<file path="config.mk">
export PLATFORM = sky130hd
export DESIGN_NAME = chunked_body_decoder_top
export DESIGN_NICKNAME = d
export VERILOG_FILES = /design/src/rtl/cbd_pkg.sv /design/src/rtl/cbd_res_fifo.sv /design/src/rtl/chunked_body_decoder_top.sv
export SDC_FILE = /design/constraint.sdc
export NUM_CORES = 1
export LEC_CHECK = 0
export CAP_MARGIN = 20
export CORE_MARGIN = 10
export CORE_UTILIZATION = 45
export CTS_CLUSTER_SIZE = 25
export DETAILED_ROUTE_END_ITERATION = 10
export DONT_BUFFER_PORTS = 1
export GPL_ROUTABILITY_DRIVEN = 0
export HOLD_SLACK_MARGIN = 0.12
export PLACE_DENSITY = 0.6
export SYNTH_ARGS = -nofsm -noshare
export SYNTH_HDL_FRONTEND = slang
export SYNTH_SLANG_ARGS = --single-unit
</file>
<file path="constraint.sdc">
create_clock -name clk -period 8.8 [get_ports clk]
set_input_delay 2.64 -clock clk [delete_from_list [all_inputs] [get_ports clk]]
set_output_delay 2.64 -clock clk [all_outputs]
set_load 0.01 [all_outputs]
</file>
<file path="src/rtl/cbd_pkg.sv">
// Types, constants and helper functions for the chunked body decoder.
package cbd_pkg;

  localparam int SIZE_BITS_DEF = 32;
  localparam logic [7:0] LF_BYTE = 8'h0A;

  // Result queue depth; one word may push two results.
  localparam int RES_DEPTH = 4;
  localparam int RES_PTR_W = $clog2(RES_DEPTH);
  localparam int RES_CNT_W = $clog2(RES_DEPTH + 1);

  typedef enum logic [1:0] {
    K_PAYLOAD = 2'd0,
    K_OK      = 2'd1,
    K_TRUNC   = 2'd2,
    K_OVF     = 2'd3
  } kind_t;

  typedef enum logic [4:0] {
    PH_SKIP = 5'b00001,
    PH_HEX  = 5'b00010,
    PH_LINE = 5'b00100,
    PH_DATA = 5'b01000,
    PH_DONE = 5'b10000
  } phase_t;

  typedef struct packed {
    logic [7:0] out_byte;
    kind_t      kind;
    logic       last_of_run;
  } res_t;

  // Bit 4 set when the byte is a hex digit, low nibble is its value.
  function automatic logic [4:0] hex_value(input logic [7:0] b);
    logic [4:0] r;
    r = 5'd0;
    if (b >= 8'h30 && b <= 8'h39) r = {1'b1, 4'(b - 8'h30)};
    else if (b >= 8'h41 && b <= 8'h46) r = {1'b1, 4'(b - 8'h37)};
    else if (b >= 8'h61 && b <= 8'h66) r = {1'b1, 4'(b - 8'h57)};
    return r;
  endfunction

  // Space, TAB, LF, VT, FF, CR.
  function automatic logic is_space(input logic [7:0] b);
    return (b == 8'h20) || (b >= 8'h09 && b <= 8'h0D);
  endfunction

endpackage

</file>
<file path="src/rtl/cbd_res_fifo.sv">
// Small result queue: pushes up to two results per cycle, pops one.
module cbd_res_fifo (
  input  logic              clk,
  input  logic              rst,
  input  logic              push0,
  input  logic              push1,
  input  cbd_pkg::res_t     entry0,
  input  cbd_pkg::res_t     entry1,
  input  logic              pop,
  output cbd_pkg::res_t     head,
  output logic [cbd_pkg::RES_CNT_W-1:0] count
);

  cbd_pkg::res_t mem [cbd_pkg::RES_DEPTH];
  logic [cbd_pkg::RES_PTR_W-1:0] wr_ptr;
  logic [cbd_pkg::RES_PTR_W-1:0] rd_ptr;
  logic [cbd_pkg::RES_CNT_W-1:0] n_push;

  assign n_push = cbd_pkg::RES_CNT_W'(push0) + cbd_pkg::RES_CNT_W'(push1);
  assign head   = mem[rd_ptr];

  always_ff @(posedge clk) begin
    if (push0) mem[wr_ptr] <= entry0;
    if (push1) mem[wr_ptr + 1'b1] <= entry1;
  end

  always_ff @(posedge clk) begin
    if (rst) begin
      wr_ptr <= '0;
      rd_ptr <= '0;
      count  <= '0;
    end else begin
      wr_ptr <= wr_ptr + cbd_pkg::RES_PTR_W'(n_push);
      if (pop) rd_ptr <= rd_ptr + 1'b1;
      count  <= count + n_push - cbd_pkg::RES_CNT_W'(pop);
    end
  end

endmodule

</file>
<file path="src/rtl/chunked_body_decoder_top.sv">
// Chunked transfer body decoder: top level with size parser and result queue.
//
//   channel | valid     | stall     | word
//   --------+-----------+-----------+-------------------------------
//   in      | in_valid  | in_stall  | in_byte, end_of_body
//   out     | out_valid | out_stall | out_byte, kind, last_of_run
//
// One input word is taken per cycle unless in_stall holds it; its state
// update is done in the accept cycle and its results (zero, one or two)
// go into a 4-entry queue. Results leave at one per cycle while out_stall
// is low, so a word that ends a body inside a chunk yields two results.
// in_stall rises when the queue has fewer than two free entries.
// rst is synchronous, active high; it empties the queue and returns the
// parser to skipping whitespace before a size.
module chunked_body_decoder_top #(
  parameter int SIZE_BITS = cbd_pkg::SIZE_BITS_DEF
) (
  input  logic       clk,
  input  logic       rst,
  input  logic       in_valid,
  output logic       in_stall,
  input  logic [7:0] in_byte,
  input  logic       end_of_body,
  output logic       out_valid,
  input  logic       out_stall,
  output logic [7:0] out_byte,
  output logic [1:0] kind,
  output logic       last_of_run
);

  cbd_pkg::phase_t phase, phase_next;
  logic [SIZE_BITS-1:0] remaining_count, remaining_count_next;

  logic        accept;
  logic [4:0]  hexv;
  logic        is_hex;
  logic [3:0]  dig;
  logic        sp;
  logic        top_nz;
  logic [SIZE_BITS-1:0] rem_shift;
  logic [SIZE_BITS-1:0] rem_dec;

  logic           pay;
  logic           st;
  cbd_pkg::kind_t st_kind;

  cbd_pkg::res_t entry0, entry1, head;
  logic [cbd_pkg::RES_CNT_W-1:0] count;
  logic pop;

  assign accept = in_valid && !in_stall;
  assign hexv   = cbd_pkg::hex_value(in_byte);
  assign is_hex = hexv[4];
  assign dig    = hexv[3:0];
  assign sp     = cbd_pkg::is_space(in_byte);

  // A further digit would push the size past SIZE_BITS.
  assign top_nz    = remaining_count[SIZE_BITS-1 -: 4] != 4'd0;
  assign rem_shift = {remaining_count[SIZE_BITS-5:0], dig};
  assign rem_dec   = (remaining_count != '0) ? remaining_count - 1'b1 : remaining_count;

  always_comb begin
    phase_next           = phase;
    remaining_count_next = remaining_count;
    pay                  = 1'b0;
    st                   = 1'b0;
    st_kind              = cbd_pkg::K_OK;
    unique case (phase)
      cbd_pkg::PH_SKIP: begin
        if (sp) begin
          st = end_of_body;
        end else if (is_hex) begin
          remaining_count_next = SIZE_BITS'(dig);
          phase_next           = cbd_pkg::PH_HEX;
          st                   = end_of_body;
          st_kind              = (dig == 4'd0) ? cbd_pkg::K_OK : cbd_pkg::K_TRUNC;
        end else begin
          // Garbage where a size belongs reads as size zero.
          st = 1'b1;
        end
      end
      cbd_pkg::PH_HEX: begin
        if (is_hex) begin
          if (top_nz) begin
            st      = 1'b1;
            st_kind = cbd_pkg::K_OVF;
          end else begin
            remaining_count_next = rem_shift;
            st                   = end_of_body;
            st_kind = (rem_shift == '0) ? cbd_pkg::K_OK : cbd_pkg::K_TRUNC;
          end
        end else if (remaining_count == '0) begin
          st = 1'b1;
        end else begin
          phase_next = (in_byte == cbd_pkg::LF_BYTE) ? cbd_pkg::PH_DATA : cbd_pkg::PH_LINE;
          st         = end_of_body;
          st_kind    = cbd_pkg::K_TRUNC;
        end
      end
      cbd_pkg::PH_LINE: begin
        if (in_byte == cbd_pkg::LF_BYTE) phase_next = cbd_pkg::PH_DATA;
        st      = end_of_body;
        st_kind = cbd_pkg::K_TRUNC;
      end
      cbd_pkg::PH_DATA: begin
        pay                  = 1'b1;
        remaining_count_next = rem_dec;
        if (rem_dec == '0) phase_next = cbd_pkg::PH_SKIP;
        st      = end_of_body;
        st_kind = (rem_dec == '0) ? cbd_pkg::K_OK : cbd_pkg::K_TRUNC;
      end
      cbd_pkg::PH_DONE: begin
        // Everything after the status is dropped.
      end
      default: begin
      end
    endcase
    if (st) phase_next = cbd_pkg::PH_DONE;
    // End of body always rearms for the next body.
    if (end_of_body) begin
      phase_next           = cbd_pkg::PH_SKIP;
      remaining_count_next = '0;
    end
  end

  always_ff @(posedge clk) begin
    if (rst) begin
      phase           <= cbd_pkg::PH_SKIP;
      remaining_count <= '0;
    end else if (accept) begin
      phase           <= phase_next;
      remaining_count <= remaining_count_next;
    end
  end

  // Payload goes first; a status, if any, is always the last result.
  always_comb begin
    entry0.out_byte    = pay ? in_byte : 8'd0;
    entry0.kind        = pay ? cbd_pkg::K_PAYLOAD : st_kind;
    entry0.last_of_run = !(pay && st);
    entry1.out_byte    = 8'd0;
    entry1.kind        = st_kind;
    entry1.last_of_run = 1'b1;
  end

  assign pop = out_valid && !out_stall;

  cbd_res_fifo u_res_fifo (
    .clk    (clk),
    .rst    (rst),
    .push0  (accept && (pay || st)),
    .push1  (accept && pay && st),
    .entry0 (entry0),
    .entry1 (entry1),
    .pop    (pop),
    .head   (head),
    .count  (count)
  );

  assign in_stall    = count > cbd_pkg::RES_CNT_W'(cbd_pkg::RES_DEPTH - 2);
  assign out_valid   = count != '0;
  assign out_byte    = head.out_byte;
  assign kind        = head.kind;
  assign last_of_run = head.last_of_run;

endmodule

</file>
; ---- After elaboration in Yosys (flattened, before gate mapping)
; Memories as Yosys holds them, arrays and structs flattened. A register that Yosys moved wholly into a read port is not among the register bits.
; Cells that the tools add are included.
[word_totals]
in_bits = 13
mem_bits_rw = 44
elab_cells = 112
ff_bits = 44
memories = 1
out_inout_bits = 13
[mem_list]
columns = name, words, width, rd, rd_clocked_by_memory_dff, wr, line_no
row1 = u_res_fifo.mem, 4, 11, 1, 1, 2, cbd_res_fifo.sv:14  ; cbd_pkg::res_t mem [cbd_pkg::RES_DEPTH];
[classes]
reduce_logical = 27
order_cmp = 9
n_mux = 44
eq_ne = 16
n_addsub = 10
[op_table]
columns = operator, n
row1 = 2-to-1 mux 32 bit, 6
row2 = logical NOT 32 bit, 3
row3 = case mux 32 bit (3 select lines), 1
row4 = 2-to-1 mux 5 bit, 11
row5 = nonzero test 32 bit, 1
row6 = subtractor 32 x 1 -> 32 bit (second input constant), 1
row7 = inequality test 4 bit (second input constant), 6
row8 = 2-to-1 mux 2 bit, 11
row9 = case mux 5 bit (4 select lines), 1
row10 = >= comparator 8 x 7 -> 1 bit (second input constant), 2
row11 = less-or-equal comparator 8 x 7 -> 1 bit (second input constant), 2
row12 = inequality test 3 bit (second input constant), 4
row13 = logical AND 1 bit, 10
row14 = 2-to-1 mux 1 bit, 10
row15 = equality test 8 x 4 -> 1 bit (second input constant), 1
row16 = equality test 8 x 6 -> 1 bit (second input constant), 1
row17 = >= comparator 8 x 4 -> 1 bit (second input constant), 1
row18 = >= comparator 8 x 6 -> 1 bit (second input constant), 1
row19 = less-or-equal comparator 8 x 4 -> 1 bit (second input constant), 1
row20 = less-or-equal comparator 8 x 6 -> 1 bit (second input constant), 1
row21 = 2-to-1 mux 8 bit, 1
row22 = case mux 2 bit (4 select lines), 1
row23 = AND reduction 8 bit, 1
row24 = nonzero test 4 bit, 2
row25 = 21 further kinds, 26

; ---- Logic depth before layout (Yosys ltp)
[depth]
depth_word = 13
ltp_mapped = 18
ltp_nobuf = 16

; ---- Modules after synthesis
; A second synthesis with hierarchy kept.
[unflattened]
hier_cells = 657
area_unflattened_um2 = 6197.2
[modules_own_cells]
columns = module, instances, cells_each, seq_area_each_um2, area_each_um2
row1 = chunked_body_decoder_top, 1, 506, 740.7, 3572.2
row2 = cbd_res_fifo, 1, 151, 1501.4, 2625.0

; ---- Least setup slack after synthesis
; OpenSTA, ideal clock, no wires.
[synth_path]
path_type = input to register
startpoint = input in_byte[1]
endpoint = register u_res_fifo.count[2] (netlist name)
setup_ps = 128
path_buffers = 1
required_ps = 8672
t_arrival_ps = 5517
path_stages = 15
setup_slack_ps = 3155
cell_sequence = inv_1 ha_1 or3b_1 and3_1 clkbuf_1 o21ai_0 o21ai_1 a211o_1 and3_1 ha_1 ha_1 fa_1 xor2_1 xnor2_1 nor2_1
[synth_via]
elab_chain_cells = 13
elab_cells_between_ends = 27
classes_between = add/sub (3) / order compare (8) / eq/ne (1) / mux (7) / reduce/logical (8)
[synth_lines]
columns = element, line_no
row1 = from (decl), chunked_body_decoder_top.sv:22  ; input logic [7:0] in_byte,
row2 = >= comparator 8 x 7 -> 1 bit or less-or-equal comparator 8 x 7 -> 1 bit (tied branches), cbd_pkg.sv:39  ; else if (b >= 8'h61 && b <= 8'h66) r = {1'b1, 4'(b - 8'h57)};
row3 = logical AND 1 bit, cbd_pkg.sv:39
row4 = 2-to-1 mux 5 bit, cbd_pkg.sv:39
row5 = 2-to-1 mux 5 bit, cbd_pkg.sv:38  ; else if (b >= 8'h41 && b <= 8'h46) r = {1'b1, 4'(b - 8'h37)};
row6 = 2-to-1 mux 5 bit, cbd_pkg.sv:37  ; if (b >= 8'h30 && b <= 8'h39) r = {1'b1, 4'(b - 8'h30)};
row7 = 2-to-1 mux 1 bit, chunked_body_decoder_top.sv:72  ; end else if (is_hex) begin
row8 = 2-to-1 mux 1 bit, chunked_body_decoder_top.sv:70  ; if (sp) begin
row9 = case mux 1 bit (3 select lines) *, chunked_body_decoder_top.sv:68  ; unique case (phase)
row10 = logical OR 1 bit, chunked_body_decoder_top.sv:151  ; .push0 (accept && (pay || st)),
row11 = logical AND 1 bit, chunked_body_decoder_top.sv:151
row12 = adder 1 x 1 -> 2 bit *, cbd_res_fifo.sv:19  ; assign n_push = cbd_pkg::RES_CNT_W'(push0) + cbd_pkg::RES_CNT_W'(push1);
row13 = adder 3 bit *, cbd_res_fifo.sv:35  ; count <= count + n_push - cbd_pkg::RES_CNT_W'(pop);
row14 = subtractor 3 x 1 -> 3 bit *, cbd_res_fifo.sv:35
row15 = to (signal assigned), cbd_res_fifo.sv:35
row16 = to (decl), cbd_res_fifo.sv:11  ; output logic [cbd_pkg::RES_CNT_W-1:0] count
; Mark *: on every way between the ends. The rest lies on a longest branch, timed or not.
; A chain may end at the register's enable or synchronous reset.

; ---- Final worst setup path
; Same ends and word-level chain as after synthesis.

==> summary.md <==
| Metric | Value |
|---|---|
| Routed wire per std cell | 18.6 um |
| GRT Resource Usage Total | 17.9% |
| First-pass GRT wire length | 24.3 mm |
| GR Overflow Total | 0 |
| Clock Latency Late Sink | 350 ps |
| Post-synth ARST share | 0% |
| Max Slew Vio Count | 0 |
| Synth Flop Type | dfxtp_1 |
| Adder-Cell Fraction of Synth Area | 2.88% |
| Yosys warnings | 0 |
| Initial core utilization | 45.7% |
| N_diodes | 0 |
| Top achievable clock speed | 0.180 GHz |
| # clock sinks | 90 |
| Drt first pass iters | 5 |
| Mapped Cells | 675 |
| PD cells | 233 nW/um2 |
| TritonCTS clock tree | built |
| Ports | 26 |
| Area delta synth->final | 5.77% |
| Hold_ws | 488 ps |
| Place WS | 2910 ps |
| Register Area | 1880 um2 |
| Post-synth EDFFs | 8 |
| Root buffer cell | clkbuf_16 |
| Hpwl dp | 10.0 mm |
| ANT nets after route | 0 |
| Number of setup buffers added after CTS | 0 |
| Final net count | 657 |
| Maximum buffer depth of the clock tree | 2 |
| Final min period | 5560 ps |
| Final Cell Area | 5780 um2 |
| CTS buffer count | 9 |
| Largest net degree at the start of global routing | 51 |
| Register bit total from synthesis | 90 |
| Tot Pwr | 1.35 mW |
| Crit-path max FO | 7 |
| Worst vdd ir | 0.000129 V |
| Final period util | 63.2% |
| Iteration-0 DRC Markers | 378 |
| Post-synthesis mux area share | 5.08% |
| Die X | 130 um |
| Largest family of logic cells by synthesized area | simple AND/OR/NAND/NOR gates |
| # DRC | 0 |
| Final setup fails | 0 |
| Fin Setup TNS | 0 ps |
| Fill cells | 1182 |
| Chip Height | 130 um |
| Reg2reg setup slack | 4570 ps |
| Synth Area in Simple Gates | 27.9% |
| RSZ-0062 raised after global routing | false |
| Core area | 12000 um2 |
| Final hold vios | 0 |
| Vias per cell | 6.16 |
| Fin worst setup slack | 3240 ps |
| Synth unique cells | 69 |
| Synth Area in Compound Gates | 19.8% |
| Slew Limit Headroom | 39.9% |
| Setup crit end kind | register |
| Worst path arrival time | 5810 ps |
| Vias in the first global route | 4690 |
| Run status | finished, final reports clean |
| Die ar. | 17000 um2 |
| Nature of the critical path startpoint | primary input |
| Leak | 2.09 nW |
| CTS Hold Bufs | 0 |
| Crit Path Class | primary input to register |
| Vias | 4826 |
| Initial antenna violation count | 0 |
| Worst-margin pin slew | 901 ps |
| Resized Gates After CTS | 0 |
| CTS H-tree lvls | 3 |
| Max-cap violations | 0 |
| Net Count, Synth | 700 |
| Critical Path RT | 9050 ps |
| Num rows | 40 |
| # port buffers | 0 |
| Placed cell areas | 5480 um2 |
| Synthesized area per cell | 8.10 um2 |
| Final Skew | 7.74 ps |
| Multi-input combinational cell area | 3320 um2 |
| Seq/Total Area, Yosys | 34.4% |
| Reg clk slew, reported paths | 70 ps |
| Fraction of synthesized cell area in xor and xnor cells | 4.49% |
| Post-Route WL | 14.5 mm |
| Worst hold-check path type | register to register |
| Ratio of cells with drive above 1 in the final layout | 8.63% |
| Synthesized area | 5470 um2 |
## path summary, 6_finish.rpt
| check | endpoint | start | depth (start not counted) |
|---|---|---|---|
| max | u_res_fifo.count[2]$_SDFF_PP0_ | in_byte[1] | 16 |
| min | u_res_fifo.mem[2][0]$_SDFFE_PP1N_ | u_res_fifo.mem[2][0]$_SDFFE_PP1N_ | 2 |
| max reg2reg | u_res_fifo.count[2]$_SDFF_PP0_ | remaining_count[15]$_SDFFE_PP0P_ | 14 |
| min reg2reg | u_res_fifo.mem[2][0]$_SDFFE_PP1N_ | u_res_fifo.mem[2][0]$_SDFFE_PP1N_ | 2 |
## layout make-up
cell class | count | area share, %
sequential | 90 | 32.5
inverter | 12 | 0.779
multi-input combinational | 514 | 57.4
clock inverter | 7 | 1.41
clock buffer | 9 | 3.90
timing repair buffer | 5 | 0.779
tap | 147 | 3.18
## registers in the layout, indices dropped and copies added (netlist names), named ones only
| name | flops |
|---|---|
| remaining_count | 32 |
| phase | 5 |
| u_res_fifo.wr_ptr | 2 |
| u_res_fifo.count | 3 |
| u_res_fifo.rd_ptr | 2 |
| u_res_fifo.mem | 44 |
## power by group
group	switching [mW]	internal, mW
Clock	0.175	0.226
Combinational	0.184	0.175
Sequential	0.0705	0.517
## cell usage after synthesis, types with 7 or more instances
cell / number / area [um2]
or4_1: 8 / 60.1
xor2_1: 13 / 114
nand2_1: 60 / 225
buf_2: 14 / 70.1
inv_1: 12 / 45.0
a22oi_1: 26 / 195
dfxtp_1: 82 / 1640
xnor2_1: 15 / 131
nor3_1: 21 / 105
a21oi_1: 24 / 120
o21ai_0: 40 / 200
mux4_2: 11 / 248
and3_1: 11 / 68.8
ha_1: 11 / 138
nand3_1: 19 / 95.1
nor4_1: 12 / 75.1
a211oi_1: 35 / 263
clkbuf_1: 39 / 146
edfxtp_1: 8 / 240
nor2_1: 106 / 398
or3_1: 7 / 43.8
## per-layer routing
layer,GRT usage [%],vias to the layer above,share of wire (%)
met5,0,-,0
met4,5.82,0,1.6
met3,3.89,13,5.5
met2,31.1,124,51
met1,21.4,2325,42
li1,-,2364,-
## critical path, cell delays in order
cell and delay, ps:
inv_1 50, ha_1 200, or3b_1 430, nand3_1 190, nand2b_1 120, a211oi_1 290, a211o_1 260, and3_1 270
ha_1 210, inv_1 50, ha_1 270, inv_1 50, fa_1 420, xor2_1 180, xnor2_1 130, nor2_1 60
## layout by cell type (no fill, tap or decap), types with 3 or more instances in the layout
master / instances
ha_1: 11
a211oi_1: 35
a31oi_1: 6
nor4b_1: 3
nor3_1: 21
o211ai_1: 5
or3_1: 7
a21o_1: 3
nand3b_1: 4
inv_1: 12
buf_4: 4
a21oi_1: 24
o21ai_0: 40
nor4_1: 12
xor2_1: 13
and3_1: 11
xnor2_1: 15
a22oi_1: 26
mux4_2: 11
o21ai_1: 5
nand3_1: 19
edfxtp_1: 8
mux2i_1: 3
nor2_1: 105
and3b_1: 5
dfxtp_1: 82
nand4_1: 3
clkbuf_16: 9
nand2b_1: 6
inv_6: 4
or4_4: 3
or4_1: 8
or2_2: 5
nor2b_1: 4
nand2_1: 60
## cell families (layout without fill, tap and decap cells)
group | Yosys count | in the layout
adders and majority gates | 12 | 12
AOI/OAI and AO/OA | 165 | 165
muxes | 14 | 14
and+or+nand+nor | 295 | 295
buffers and inverters | 71 | 33
xor gates and xnor gates | 28 | 28
DFF | 90 | 90
## metrics by stage
step	cells	utilization (%)
3_3_place_gp	767	45.6
5_1_grt	784	48.3
2_1_floorplan	675	-
6_report	784	48.3
3_5_place_dp	768	45.8
4_1_cts	784	48.3
No activity file was read; power rests on OpenSTA's default activity.
